===== config.mk =====
export PLATFORM = sky130hd
export DESIGN_NAME = diff_run_finder_flat
export DESIGN_NICKNAME = d
export VERILOG_FILES = /design/src/hw/rtl/dfr_pkg.sv /design/src/hw/rtl/dfr_req_if.sv /design/src/hw/rtl/dfr_rsp_if.sv /design/src/hw/rtl/dfr_ram.sv /design/src/hw/rtl/dfr_scan.sv /design/src/hw/rtl/dfr_emit.sv /design/src/hw/rtl/diff_run_finder.sv /design/src/flat_wrapper.sv
export SDC_FILE = /design/constraint.sdc
export NUM_CORES = 1
export LEC_CHECK = 0
export ABC_AREA = 1
export CORE_AREA = 8 8 184 186
export CTS_BUF_LIST = sky130_fd_sc_hd__clkbuf_4 sky130_fd_sc_hd__clkbuf_8
export CTS_CLUSTER_DIAMETER = 60
export DETAILED_ROUTE_END_ITERATION = 16
export DIE_AREA = 0 0 192 194
export DONT_BUFFER_PORTS = 1
export GPL_TIMING_DRIVEN = 1
export PLACE_DENSITY = 0.73
export SYNTH_ARGS = -nofsm -noshare
export SYNTH_HDL_FRONTEND = slang
export SYNTH_SLANG_ARGS = --single-unit

===== constraint.sdc =====
create_clock -name clock -period 8.9 [get_ports clock]
set_clock_uncertainty 0.15 [all_clocks]
set_input_delay 0.445 -clock clock [delete_from_list [all_inputs] [get_ports clock]]
set_output_delay 0.445 -clock clock [all_outputs]
set_load 0.05 [all_outputs]

===== src/hw/rtl/dfr_pkg.sv =====
// Shared constants, types and helpers for the differing-run finder.
package dfr_pkg;

   localparam int MAX_RUN = 16;
   localparam int BYTE_W  = 8;
   localparam int PAIR_W  = 2 * BYTE_W;
   localparam int POS_W   = 32;
   localparam int CFG_W   = 5;
   localparam int RUN_W   = $clog2(MAX_RUN + 2);
   localparam int LEN_W   = $clog2(MAX_RUN + 1);
   localparam int ADDR_W  = (MAX_RUN > 1) ? $clog2(MAX_RUN) : 1;

   localparam logic [CFG_W-1:0] RUN_LENGTH_RESET = CFG_W'(1);

   // Emission request handed from the scanner to the emitter
   typedef struct packed {
      logic             valid;
      logic             found;
      logic [POS_W-1:0] position;
      logic [LEN_W-1:0] len;
   } cmd_type;

   function automatic logic [POS_W-1:0] sat_inc(input logic [POS_W-1:0] v);
      sat_inc = (v == '1) ? v : v + POS_W'(1);
   endfunction

endpackage


===== src/hw/rtl/dfr_req_if.sv =====
// Input channel: one old/new byte pair per transfer.
interface dfr_req_if;
   logic                       valid;
   logic                       ready;
   logic [dfr_pkg::BYTE_W-1:0] old_byte;
   logic [dfr_pkg::BYTE_W-1:0] new_byte;
   logic                       end_of_stream;

   modport source (output valid, output old_byte, output new_byte, output end_of_stream,
                   input ready);
   modport sink   (input valid, input old_byte, input new_byte, input end_of_stream,
                   output ready);
endinterface


===== src/hw/rtl/dfr_rsp_if.sv =====
// Result channel: one stored run pair or a not-found marker per transfer.
interface dfr_rsp_if;
   logic                       valid;
   logic                       ready;
   logic                       found;
   logic [dfr_pkg::BYTE_W-1:0] old_value;
   logic [dfr_pkg::BYTE_W-1:0] new_value;
   logic [dfr_pkg::POS_W-1:0]  position;
   logic                       last_result;

   modport source (output valid, output found, output old_value, output new_value,
                   output position, output last_result, input ready);
   modport sink   (input valid, input found, input old_value, input new_value,
                   input position, input last_result, output ready);
endinterface


===== src/hw/rtl/dfr_ram.sv =====
// Generic simple dual-port RAM with registered read data.
module dfr_ram #(
   parameter int WIDTH = 16,
   parameter int DEPTH = 16
) (
   input  logic                                          clock,
   input  logic                                          wr_en,
   input  logic [((DEPTH > 1) ? $clog2(DEPTH) : 1)-1:0]  wr_addr,
   input  logic [WIDTH-1:0]                              wr_data,
   input  logic                                          rd_en,
   input  logic [((DEPTH > 1) ? $clog2(DEPTH) : 1)-1:0]  rd_addr,
   output logic [WIDTH-1:0]                              rd_data
);

   logic [WIDTH-1:0] mem [DEPTH];
   logic [WIDTH-1:0] rd_data_ff;

   always_ff @(posedge clock) begin
      if (wr_en) begin
         mem[wr_addr] <= wr_data;
      end
      if (rd_en) begin
         rd_data_ff <= mem[rd_addr];
      end
   end

   assign rd_data = rd_data_ff;

endmodule


===== src/hw/rtl/dfr_scan.sv =====
// Scanner: tracks the differing run and stream position, writes run pairs to the store.
module dfr_scan (
   input  logic                         clock,
   input  logic                         reset,
   dfr_req_if.sink                      req,
   input  logic                         csr_wr_en,
   input  logic [dfr_pkg::CFG_W-1:0]    csr_wr_data,
   input  logic                         emit_busy,
   output dfr_pkg::cmd_type             cmd,
   output logic                         ram_wr_en,
   output logic [dfr_pkg::ADDR_W-1:0]   ram_wr_addr,
   output logic [dfr_pkg::PAIR_W-1:0]   ram_wr_data
);

   logic [dfr_pkg::CFG_W-1:0] run_length_ff, run_length_in;
   logic [dfr_pkg::RUN_W-1:0] run_count_ff, run_count_in;
   logic [dfr_pkg::POS_W-1:0] pair_count_ff, pair_count_in;
   logic                      matched_ff, matched_in;

   logic                      accept;
   logic                      differ;
   logic                      len_ok;
   logic [dfr_pkg::RUN_W-1:0] run_count_inc;
   logic [dfr_pkg::POS_W-1:0] pair_count_inc;

   // Hold input while the emitter drains a run or a not-found result
   assign req.ready = !emit_busy;
   assign accept    = req.valid && req.ready;
   assign differ    = (req.old_byte != req.new_byte);
   assign len_ok    = (run_length_ff != '0) && (int'(run_length_ff) <= dfr_pkg::MAX_RUN);

   assign run_count_inc  = (int'(run_count_ff) < dfr_pkg::MAX_RUN + 1) ?
                           run_count_ff + dfr_pkg::RUN_W'(1) : run_count_ff;
   assign pair_count_inc = dfr_pkg::sat_inc(pair_count_ff);

   assign ram_wr_en   = accept && !matched_ff && differ &&
                        (int'(run_count_ff) < dfr_pkg::MAX_RUN);
   assign ram_wr_addr = run_count_ff[dfr_pkg::ADDR_W-1:0];
   assign ram_wr_data = {req.old_byte, req.new_byte};

   always_comb begin
      run_length_in = csr_wr_en ? csr_wr_data : run_length_ff;
      run_count_in  = run_count_ff;
      pair_count_in = pair_count_ff;
      matched_in    = matched_ff;
      cmd           = '0;

      if (accept) begin
         if (matched_ff) begin
            if (req.end_of_stream) begin
               run_count_in  = '0;
               pair_count_in = '0;
               matched_in    = 1'b0;
            end
         end else begin
            if (differ) begin
               run_count_in = run_count_inc;
               // A run cut off by the stream end counts the last pair
               if (req.end_of_stream && len_ok &&
                   int'(run_count_inc) == int'(run_length_ff)) begin
                  cmd.valid    = 1'b1;
                  cmd.found    = 1'b1;
                  cmd.position = pair_count_inc;
                  cmd.len      = dfr_pkg::LEN_W'(run_length_ff);
               end
            end else begin
               run_count_in = '0;
               if (len_ok && int'(run_count_ff) == int'(run_length_ff)) begin
                  cmd.valid    = 1'b1;
                  cmd.found    = 1'b1;
                  cmd.position = pair_count_ff;
                  cmd.len      = dfr_pkg::LEN_W'(run_length_ff);
                  matched_in   = 1'b1;
               end
            end

            if (req.end_of_stream) begin
               if (!cmd.valid) begin
                  cmd.valid    = 1'b1;
                  cmd.found    = 1'b0;
                  cmd.position = pair_count_inc;
                  cmd.len      = dfr_pkg::LEN_W'(1);
               end
               run_count_in  = '0;
               pair_count_in = '0;
               matched_in    = 1'b0;
            end else begin
               pair_count_in = pair_count_inc;
            end
         end
      end
   end

   always_ff @(posedge clock) begin
      if (reset) begin
         run_length_ff <= dfr_pkg::RUN_LENGTH_RESET;
         run_count_ff  <= '0;
         pair_count_ff <= '0;
         matched_ff    <= 1'b0;
      end else begin
         run_length_ff <= run_length_in;
         run_count_ff  <= run_count_in;
         pair_count_ff <= pair_count_in;
         matched_ff    <= matched_in;
      end
   end

endmodule


===== src/hw/rtl/dfr_emit.sv =====
// Emitter: reads a stored run back one pair a cycle unless the result channel stalls, and drives the result register.
module dfr_emit (
   input  logic                         clock,
   input  logic                         reset,
   input  dfr_pkg::cmd_type             cmd,
   output logic                         busy,
   output logic                         ram_rd_en,
   output logic [dfr_pkg::ADDR_W-1:0]   ram_rd_addr,
   input  logic [dfr_pkg::PAIR_W-1:0]   ram_rd_data,
   dfr_rsp_if.source                    rsp
);

   typedef enum logic {IDLE, READ} state_type;

   state_type                  state_ff, state_in;
   logic                       found_ff, found_in;
   logic [dfr_pkg::POS_W-1:0]  pos_ff, pos_in;
   logic [dfr_pkg::LEN_W-1:0]  len_ff, len_in;
   logic [dfr_pkg::ADDR_W-1:0] cnt_ff, cnt_in;

   // Beat in flight through the RAM read stage
   logic                       pend_ff, pend_in;
   logic                       pend_found_ff, pend_found_in;
   logic                       pend_last_ff, pend_last_in;
   logic [dfr_pkg::POS_W-1:0]  pend_pos_ff, pend_pos_in;

   logic                       rsp_valid_ff, rsp_valid_in;
   logic                       rsp_found_ff, rsp_found_in;
   logic [dfr_pkg::BYTE_W-1:0] rsp_old_ff, rsp_old_in;
   logic [dfr_pkg::BYTE_W-1:0] rsp_new_ff, rsp_new_in;
   logic [dfr_pkg::POS_W-1:0]  rsp_pos_ff, rsp_pos_in;
   logic                       rsp_last_ff, rsp_last_in;

   logic                       out_load;
   logic                       issue;
   logic                       issue_last;

   assign out_load   = pend_ff && (!rsp_valid_ff || rsp.ready);
   assign issue      = (state_ff == READ) && (!pend_ff || out_load);
   assign issue_last = (int'(cnt_ff) + 1 == int'(len_ff));

   assign busy        = (state_ff == READ);
   assign ram_rd_en   = issue && found_ff;
   assign ram_rd_addr = cnt_ff;

   always_comb begin
      state_in      = state_ff;
      found_in      = found_ff;
      pos_in        = pos_ff;
      len_in        = len_ff;
      cnt_in        = cnt_ff;
      pend_in       = pend_ff;
      pend_found_in = pend_found_ff;
      pend_last_in  = pend_last_ff;
      pend_pos_in   = pend_pos_ff;
      rsp_valid_in  = rsp_valid_ff;
      rsp_found_in  = rsp_found_ff;
      rsp_old_in    = rsp_old_ff;
      rsp_new_in    = rsp_new_ff;
      rsp_pos_in    = rsp_pos_ff;
      rsp_last_in   = rsp_last_ff;

      unique case (state_ff)
         IDLE: begin
            if (cmd.valid) begin
               state_in = READ;
               found_in = cmd.found;
               pos_in   = cmd.position;
               len_in   = cmd.len;
               cnt_in   = '0;
            end
         end
         READ: begin
            if (issue) begin
               cnt_in = cnt_ff + dfr_pkg::ADDR_W'(1);
               if (issue_last) begin
                  state_in = IDLE;
               end
            end
         end
         default: state_in = IDLE;
      endcase

      if (rsp.ready) begin
         rsp_valid_in = 1'b0;
      end
      if (out_load) begin
         pend_in      = 1'b0;
         rsp_valid_in = 1'b1;
         rsp_found_in = pend_found_ff;
         rsp_old_in   = pend_found_ff ? ram_rd_data[dfr_pkg::PAIR_W-1:dfr_pkg::BYTE_W] : '0;
         rsp_new_in   = pend_found_ff ? ram_rd_data[dfr_pkg::BYTE_W-1:0] : '0;
         rsp_pos_in   = pend_pos_ff;
         rsp_last_in  = pend_last_ff;
      end
      if (issue) begin
         pend_in       = 1'b1;
         pend_found_in = found_ff;
         pend_last_in  = issue_last;
         pend_pos_in   = pos_ff;
      end
   end

   always_ff @(posedge clock) begin
      if (reset) begin
         state_ff     <= IDLE;
         pend_ff      <= 1'b0;
         rsp_valid_ff <= 1'b0;
      end else begin
         state_ff     <= state_in;
         pend_ff      <= pend_in;
         rsp_valid_ff <= rsp_valid_in;
      end
      found_ff      <= found_in;
      pos_ff        <= pos_in;
      len_ff        <= len_in;
      cnt_ff        <= cnt_in;
      pend_found_ff <= pend_found_in;
      pend_last_ff  <= pend_last_in;
      pend_pos_ff   <= pend_pos_in;
      rsp_found_ff  <= rsp_found_in;
      rsp_old_ff    <= rsp_old_in;
      rsp_new_ff    <= rsp_new_in;
      rsp_pos_ff    <= rsp_pos_in;
      rsp_last_ff   <= rsp_last_in;
   end

   assign rsp.valid       = rsp_valid_ff;
   assign rsp.found       = rsp_found_ff;
   assign rsp.old_value   = rsp_old_ff;
   assign rsp.new_value   = rsp_new_ff;
   assign rsp.position    = rsp_pos_ff;
   assign rsp.last_result = rsp_last_ff;

endmodule


===== src/hw/rtl/diff_run_finder.sv =====
// Throughput: one byte pair per cycle while no result is pending emission.
// A found run blocks input while the store is read back pair by pair through its
// single read port; a not-found result blocks input until the emitter issues it.
// A first result passes the emitter state, store read and result registers in turn.
// Reset (synchronous): run_length returns to 1, counters and match flag clear;
// the run store is not cleared and is only read at entries of the current run.
module diff_run_finder (
   input  logic                      clock,
   input  logic                      reset,
   dfr_req_if.sink                   req_chan,
   dfr_rsp_if.source                 rsp_chan,
   input  logic                      csr_wr_en,
   input  logic [dfr_pkg::CFG_W-1:0] csr_wr_data
);

   dfr_pkg::cmd_type             cmd;
   logic                         emit_busy;
   logic                         ram_wr_en;
   logic [dfr_pkg::ADDR_W-1:0]   ram_wr_addr;
   logic [dfr_pkg::PAIR_W-1:0]   ram_wr_data;
   logic                         ram_rd_en;
   logic [dfr_pkg::ADDR_W-1:0]   ram_rd_addr;
   logic [dfr_pkg::PAIR_W-1:0]   ram_rd_data;

   dfr_scan u_scan (
      .clock       (clock),
      .reset       (reset),
      .req         (req_chan),
      .csr_wr_en   (csr_wr_en),
      .csr_wr_data (csr_wr_data),
      .emit_busy   (emit_busy),
      .cmd         (cmd),
      .ram_wr_en   (ram_wr_en),
      .ram_wr_addr (ram_wr_addr),
      .ram_wr_data (ram_wr_data)
   );

   dfr_ram #(
      .WIDTH (dfr_pkg::PAIR_W),
      .DEPTH (dfr_pkg::MAX_RUN)
   ) u_run_store (
      .clock   (clock),
      .wr_en   (ram_wr_en),
      .wr_addr (ram_wr_addr),
      .wr_data (ram_wr_data),
      .rd_en   (ram_rd_en),
      .rd_addr (ram_rd_addr),
      .rd_data (ram_rd_data)
   );

   dfr_emit u_emit (
      .clock       (clock),
      .reset       (reset),
      .cmd         (cmd),
      .busy        (emit_busy),
      .ram_rd_en   (ram_rd_en),
      .ram_rd_addr (ram_rd_addr),
      .ram_rd_data (ram_rd_data),
      .rsp         (rsp_chan)
   );

   // A not-found result is a single final transfer with zero data
   a_not_found_final: assert property (@(posedge clock) disable iff (reset)
      rsp_chan.valid && !rsp_chan.found |->
         rsp_chan.last_result && rsp_chan.old_value == '0 && rsp_chan.new_value == '0)
      else $error("not-found result malformed");

   // The store is never written while a run is being read back
   a_no_write_during_read: assert property (@(posedge clock) disable iff (reset)
      emit_busy |-> !ram_wr_en)
      else $error("run store written during readback");

   // Emission requests only come from an accepted transfer
   a_cmd_on_accept: assert property (@(posedge clock) disable iff (reset)
      cmd.valid |-> req_chan.valid && req_chan.ready)
      else $error("emission request without input transfer");

   // An emission request starts the emitter on the next cycle
   a_cmd_starts_emit: assert property (@(posedge clock) disable iff (reset)
      cmd.valid |=> emit_busy)
      else $error("emitter did not start");

endmodule


===== src/flat_wrapper.sv =====
// flat-port wrapper written by rule: the top's interface ports become plain ports
module diff_run_finder_flat 
  (clock, reset, csr_wr_en, csr_wr_data, req_chan_valid, req_chan_old_byte, req_chan_new_byte, req_chan_end_of_stream, req_chan_ready, rsp_chan_valid, rsp_chan_found, rsp_chan_old_value, rsp_chan_new_value, rsp_chan_position, rsp_chan_last_result, rsp_chan_ready);
  dfr_req_if req_chan_i ();
  dfr_rsp_if rsp_chan_i ();
  input  logic clock;
  input  logic reset;
  input  logic csr_wr_en;
  input  logic [dfr_pkg::CFG_W-1:0] csr_wr_data;
  input wire logic [$bits(req_chan_i.valid)-1:0] req_chan_valid;
  input wire logic [$bits(req_chan_i.old_byte)-1:0] req_chan_old_byte;
  input wire logic [$bits(req_chan_i.new_byte)-1:0] req_chan_new_byte;
  input wire logic [$bits(req_chan_i.end_of_stream)-1:0] req_chan_end_of_stream;
  output wire logic [$bits(req_chan_i.ready)-1:0] req_chan_ready;
  output wire logic [$bits(rsp_chan_i.valid)-1:0] rsp_chan_valid;
  output wire logic [$bits(rsp_chan_i.found)-1:0] rsp_chan_found;
  output wire logic [$bits(rsp_chan_i.old_value)-1:0] rsp_chan_old_value;
  output wire logic [$bits(rsp_chan_i.new_value)-1:0] rsp_chan_new_value;
  output wire logic [$bits(rsp_chan_i.position)-1:0] rsp_chan_position;
  output wire logic [$bits(rsp_chan_i.last_result)-1:0] rsp_chan_last_result;
  input wire logic [$bits(rsp_chan_i.ready)-1:0] rsp_chan_ready;
  assign req_chan_i.valid = req_chan_valid;
  assign req_chan_i.old_byte = req_chan_old_byte;
  assign req_chan_i.new_byte = req_chan_new_byte;
  assign req_chan_i.end_of_stream = req_chan_end_of_stream;
  assign req_chan_ready = req_chan_i.ready;
  assign rsp_chan_valid = rsp_chan_i.valid;
  assign rsp_chan_found = rsp_chan_i.found;
  assign rsp_chan_old_value = rsp_chan_i.old_value;
  assign rsp_chan_new_value = rsp_chan_i.new_value;
  assign rsp_chan_position = rsp_chan_i.position;
  assign rsp_chan_last_result = rsp_chan_i.last_result;
  assign rsp_chan_i.ready = rsp_chan_ready;
  diff_run_finder u_core (.clock(clock), .reset(reset), .req_chan(req_chan_i), .rsp_chan(rsp_chan_i), .csr_wr_en(csr_wr_en), .csr_wr_data(csr_wr_data));
endmodule

Word level (Yosys, flattened, before mapping)
Memory sizes are Yosys's and may differ from the RTL's. A register that Yosys moved wholly into a read port is not among the register bits.
Index checks and enable logic that the tools add are counted.

storage, ports and cells
  input port bits = 27
  bits in writable memories = 256
  memories = 1
  output and inout port bits = 52
  word-level logic and storage cells = 97
  register bits after elaboration = 172

memories
  memory                  depth  width  read ports  clocked after Yosys merged registers in  wr ports  line           source
  u_core.u_run_store.mem  16     16     1           1                                        1         dfr_ram.sv:15  logic [WIDTH-1:0] mem [DEPTH];

cells by class
  bitwise gates (word level) = 2
  mux-type cells = 36
  $add $sub $neg = 4
  eq/ne operators = 8
  order comparisons = 3
  reductions and logical operators = 24

operator list
  operator               number
  $mux 39                8
  $mux 32                4
  $mux 38                1
  $add 32x1->32 const B  1
  $eq 32x32->1 const B   1
  $mux 5                 5
  $eq 5x5->1             3
  $mux 1                 14
  $logic_and 1x1->1      11
  $lt 5x5->1 const B     2
  $mux 4                 2
  $ne 8x8->1             1
  $pmux 4 s2             1
  $reduce_and 2->1       3
  $add 4x1->5 const B    1
  $add 5x1->5 const B    1
  $le 5x5->1 const B     1
  $reduce_bool 5->1      1
  $add 4x1->4 const B    1
  $logic_not 1->1        4
  $ne 2x1->1 const B     2
  $reduce_bool 2->1      2
  $logic_or 1x1->1       2
  $ne 2x2->1 const B     1
  3 further kinds        4

Depth between registers and ports, before layout
  word-level depth = 14
  mapped depth = 16
  mapped depth without buffers = 14

Cells and area by module
A second synthesis with hierarchy kept.

second synthesis, totals
  cell total of the unflattened synthesis = 1988
  area, all modules = 19756.4 um^2

by module, submodules not included
  module    sequential area each (um^2)  cells each  area each (um^2)  times used
  dfr_ram   8167.8                       1075        11546.1           1
  dfr_emit  3843.7                       219         4235.3            1
  dfr_scan  860.8                        694         3975.1            1

Worst setup path after synthesis
No wires, ideal clock.

  kind = flip-flop to flip-flop
  start point = register u_core.u_emit.rsp_valid_ff (netlist: u_core.u_emit.rsp.valid)
  end point = register u_core.u_emit.rsp_found_ff (netlist: u_core.u_emit.rsp.found) (enable)
  period minus slack after synthesis = 3.657 ns
  setup time = 0.474 ns
  arrival time = 3.033 ns
  data required time = 8.276 ns
  buffers on the path = 0
  path slack = 5.243 ns
  cell stages (with the launch flop) = 2
  path through = dfxtp_1 > a21oi_1

on the way
  longest elaborated chain between the ends = 3

RTL lines
  what                        line             source
  start: declaration          dfr_emit.sv:27   logic rsp_valid_ff, rsp_valid_in;
  start signal: assignment    dfr_emit.sv:112  rsp_valid_ff <= rsp_valid_in;
  $logic_not 1->1             dfr_emit.sv:38   assign out_load = pend_ff && (!rsp_valid_ff || rsp.ready);
  $logic_or 1x1->1            dfr_emit.sv:38
  $logic_and 1x1->1           dfr_emit.sv:38
  net u_core.u_emit.out_load  dfr_emit.sv:34   logic out_load;
  end signal: assignment      dfr_emit.sv:121  rsp_found_ff <= rsp_found_in;
  end: declaration            dfr_emit.sv:28   logic rsp_found_ff, rsp_found_in;

The timed path passes the listed nets, and every way through them passes these cells.
A chain may end at the register's enable or synchronous reset.

==> results.cfg <==
[sta]
setup_viol = 0
hold_viol_final = 0
slew_headroom = 0.3631
fin_tns_setup_ns = 0
period_share = 0.4776
rsz0062_at_grt = no
worst-slew-pin-transition_ns = 0.9522
fmax_mhz = 235.3
drv_slew = 0
period_needed_ns = 4.251

[power]
p_total_w = 0.004431
powerDensity_nw_per_um2 = 218.4
ir_worst_vdd_v = 0.0001090
p_leak_nw = 7.193

[grt]
grt_pass1_vias = 11390
met1_usage = 0.3449
antenna_found_initial = 2
gr-total-overflow = 0
met3_usage = 0.06906
grt_max_degree = 70
grt_util_met2 = 0.3457
top_usage_layer = met2
grt_pass1_wl_mm = 67.63
grt_use_total = 0.2412

[floorplan]
rows = 65
die_x_um = 192
die_h_um = 194
ios = 79
die-area_sq_um = 37250
design.core.area_sq_um = 31070
start_util = 0.5857

[setup_path]
crit_slowest_cell = edfxtp_1
slowest_delay_ns = 0.88
cp-end-kind = flip-flop
cp.arrival_ns = 4.44
path_class = flip-flop to flip-flop
crit_path_cell_trace = inv_1, nor2_1, clkinv_1, a21oi_1, a221oi_1, o21ai_0, nand2_1
worstPathMaxFanout = 23
critPathRequiredTime_ns = 9.09
cp-start-kind = flip-flop
r2r_cells = 7
rr_endpoint = u_core.u_run_store.rd_data[7]
path_delay_family = buffers and inverters
rr_startpoint = u_core.u_emit.ram_rd_addr[2]
rrSetupSlack_ns = 4.65
cp.buffers_inverters = 2

[detailed_routing]
via_per_inst = 5.842
first_pass_iters = 5
drtIter0Drc = 1334
wirelength_mm = 45.09
wl_per_cell_um = 21.50
dr_total_vias = 12250
post-route-drc-count = 0
antenna_left = 0

[yosys]
yosysSeqAreaShare = 0.7075
synth_top_area_cell = edfxtp_1
syn_area_per_cell_sq_um = 11.43
synth_area_sq_um = 18190
synthDistinctLibCells = 40
syn-num-nets = 1625
synthCells = 1592
yosysWarnings = 0
post-synth-top-area-fraction = 0.6569
synthTopCellsByArea = edfxtp_1 (66%), nand2_1 (8.5%), dfxtp_1 (5.1%), nor2_1 (3.0%), a21oi_1 (2.9%)
ys_ff_latch = 444

[cts]
clock_latency_ns = 0.59
cts_sinks = 444
cts_root_buf = clkbuf_8
clock_path_buffers = 3
cts_tree = yes
cts_buffers = 71
h-tree-depth = 3
cts.clk_slew.worst_paths_ns = 0.06

[placement]
place_congestion = 0.8919
hpwl_mm = 28.56
io_buffers = 0

[layout]
drive_gt1_frac = 0.1057
syn2layout_area_growth_pct = 11.51
nets = 1678
nFillCells = 2296

[min_path]
min_from = req_chan_valid
min_path_cells = 3
min_path_type = input port to flip-flop
hold_end = u_core.u_scan.matched_ff

[flow_run]
maxCapViolations = 0

[run_status]
outcome = finished, final reports clean
[metrics by stage]
step / util / setup WS (ns) / instances / hold slack (ns) / cell area (sq um)
6_report: 0.6531 / 4.649 / 2097 / 0.05073 / 20290
4_1_cts: 0.6528 / 4.492 / 2096 / 0.01156 / 20280
2_1_floorplan: - / 5.243 / 1592 / 0.2503 / 18200
3_5_place_dp: 0.5978 / 4.528 / 1942 / 0.2545 / 18570
3_3_place_gp: 0.5978 / 4.863 / 1942 / 0.2503 / 18570
5_1_grt: 0.6531 / 4.308 / 2097 / 0.06918 / 20290
[cells in the final DEF (no fill, tap or decap), drive strengths merged, types with 2 or more instances in the layout]
master / n
and2: 3
xnor2: 15
o22ai: 19
o211ai: 4
nor4: 2
nor3: 11
nand4: 23
buf: 19
nor2: 156
xor2: 12
o21ai: 94
dfxtp: 46
a21oi: 104
clkinvlp: 4
nand3: 69
a221oi: 19
inv: 96
or2: 10
nand2: 417
dlygate4sd3: 31
ha: 6
nand3b: 2
o221ai: 13
clkinv: 17
clkbuf: 100
edfxtp: 398
bufinv: 2
[state kept, by name (all words and copies together), names as in the netlist, 8 cells and up]
| register | count |
|---|---|
| u_core.u_emit.pos_ff | 32 |
| u_core.u_scan.pair_count_ff | 32 |
| u_core.u_emit.rsp.position | 32 |
| u_core.u_run_store.mem | 256 |
| u_core.u_emit.rsp.old_value | 8 |
| u_core.u_run_store.rd_data | 16 |
| u_core.u_emit.rsp.new_value | 8 |
| u_core.u_emit.pend_pos_ff | 32 |
[routing by layer]
metal,part of all wire,wire [um],up-vias
met2,0.44,19700,669
met3,0.12,5355,81
met5,0,0,-
li1,-,-,5679
met1,0.42,18760,5821
met4,0.028,1278,0
[logic make-up after synthesis]
| group | Yosys count | synth area share |
|---|---|---|
| AOI/OAI and AO/OA | 255 | 0.07977 |
| xor gates and xnor gates | 27 | 0.01300 |
| adders and majority gates | 6 | 0.004126 |
| buffers and inverters | 167 | 0.03727 |
| DFF | 444 | 0.7075 |
| and+or+nand+nor | 693 | 0.1584 |
[cells in the mapped netlist, drive strengths merged]
cell     instances
a211oi           1
a21oi          104
a221oi          19
a2bb2oi          1
and2             3
buf             22
clkbuf          48
clkinv           1
dfxtp           46
edfxtp         398
ha               6
inv             96
nand2          417
nand3           69
nand3b           2
nand4           23
nor2           156
nor3            11
nor4             2
o211ai           4
o21ai           94
o221ai          13
o22ai           19
or2             10
xnor2           15
xor2            12
[worst min-delay path, stage by stage]
cell and delay, ns:
nand2_1 0.11, nor2_1 0.09, nor2_1 0.10
[report_power, final]
group	switching, W	internal, W
sequential	0.0000580	0.00233
clock	0.000755	0.000940
combinational	0.000261	0.0000888
[worst max path at each step]
stage | cells past startpoint | slack (ns) | startpoint | endpoint
2_1_floorplan | 1 | 5.24 | u_core.u_emit.rsp.valid | u_core.u_emit.rsp.found
3_3_place_gp | 7 | 4.86 | u_core.u_emit.ram_rd_addr[2] | u_core.u_run_store.rd_data[6]
3_5_place_dp | 7 | 4.53 | u_core.u_emit.busy | u_core.u_run_store.mem[11][14]
4_1_cts | 7 | 4.49 | u_core.u_emit.busy | u_core.u_run_store.mem[11][11]
5_1_grt | 7 | 4.31 | u_core.u_emit.ram_rd_addr[2] | u_core.u_run_store.rd_data[15]
6_report | 7 | 4.65 | u_core.u_emit.ram_rd_addr[2] | u_core.u_run_store.rd_data[7]
[layout make-up]
type | instances | area [sq um] | area share
timing repair buffer | 50 | 465.4 | 0.02294
clock inverter | 22 | 158.9 | 0.007832
clock buffer | 100 | 1220 | 0.06013
tap | 402 | 503.0 | 0.02479
sequential | 444 | 12870 | 0.6344
inverter | 97 | 365.4 | 0.01801
multi-input combinational | 981 | 4702 | 0.2317
antenna | 1 | 2.502 | 0.0001233
[what timing repair did]
action	in CTS	in global routing
gates resized for setup	0	0
hold buffers	32	0
endpoints found under the hold margin	301	0
buffers inserted	0	0
Note: power is estimated with default switching activity, not from simulation.
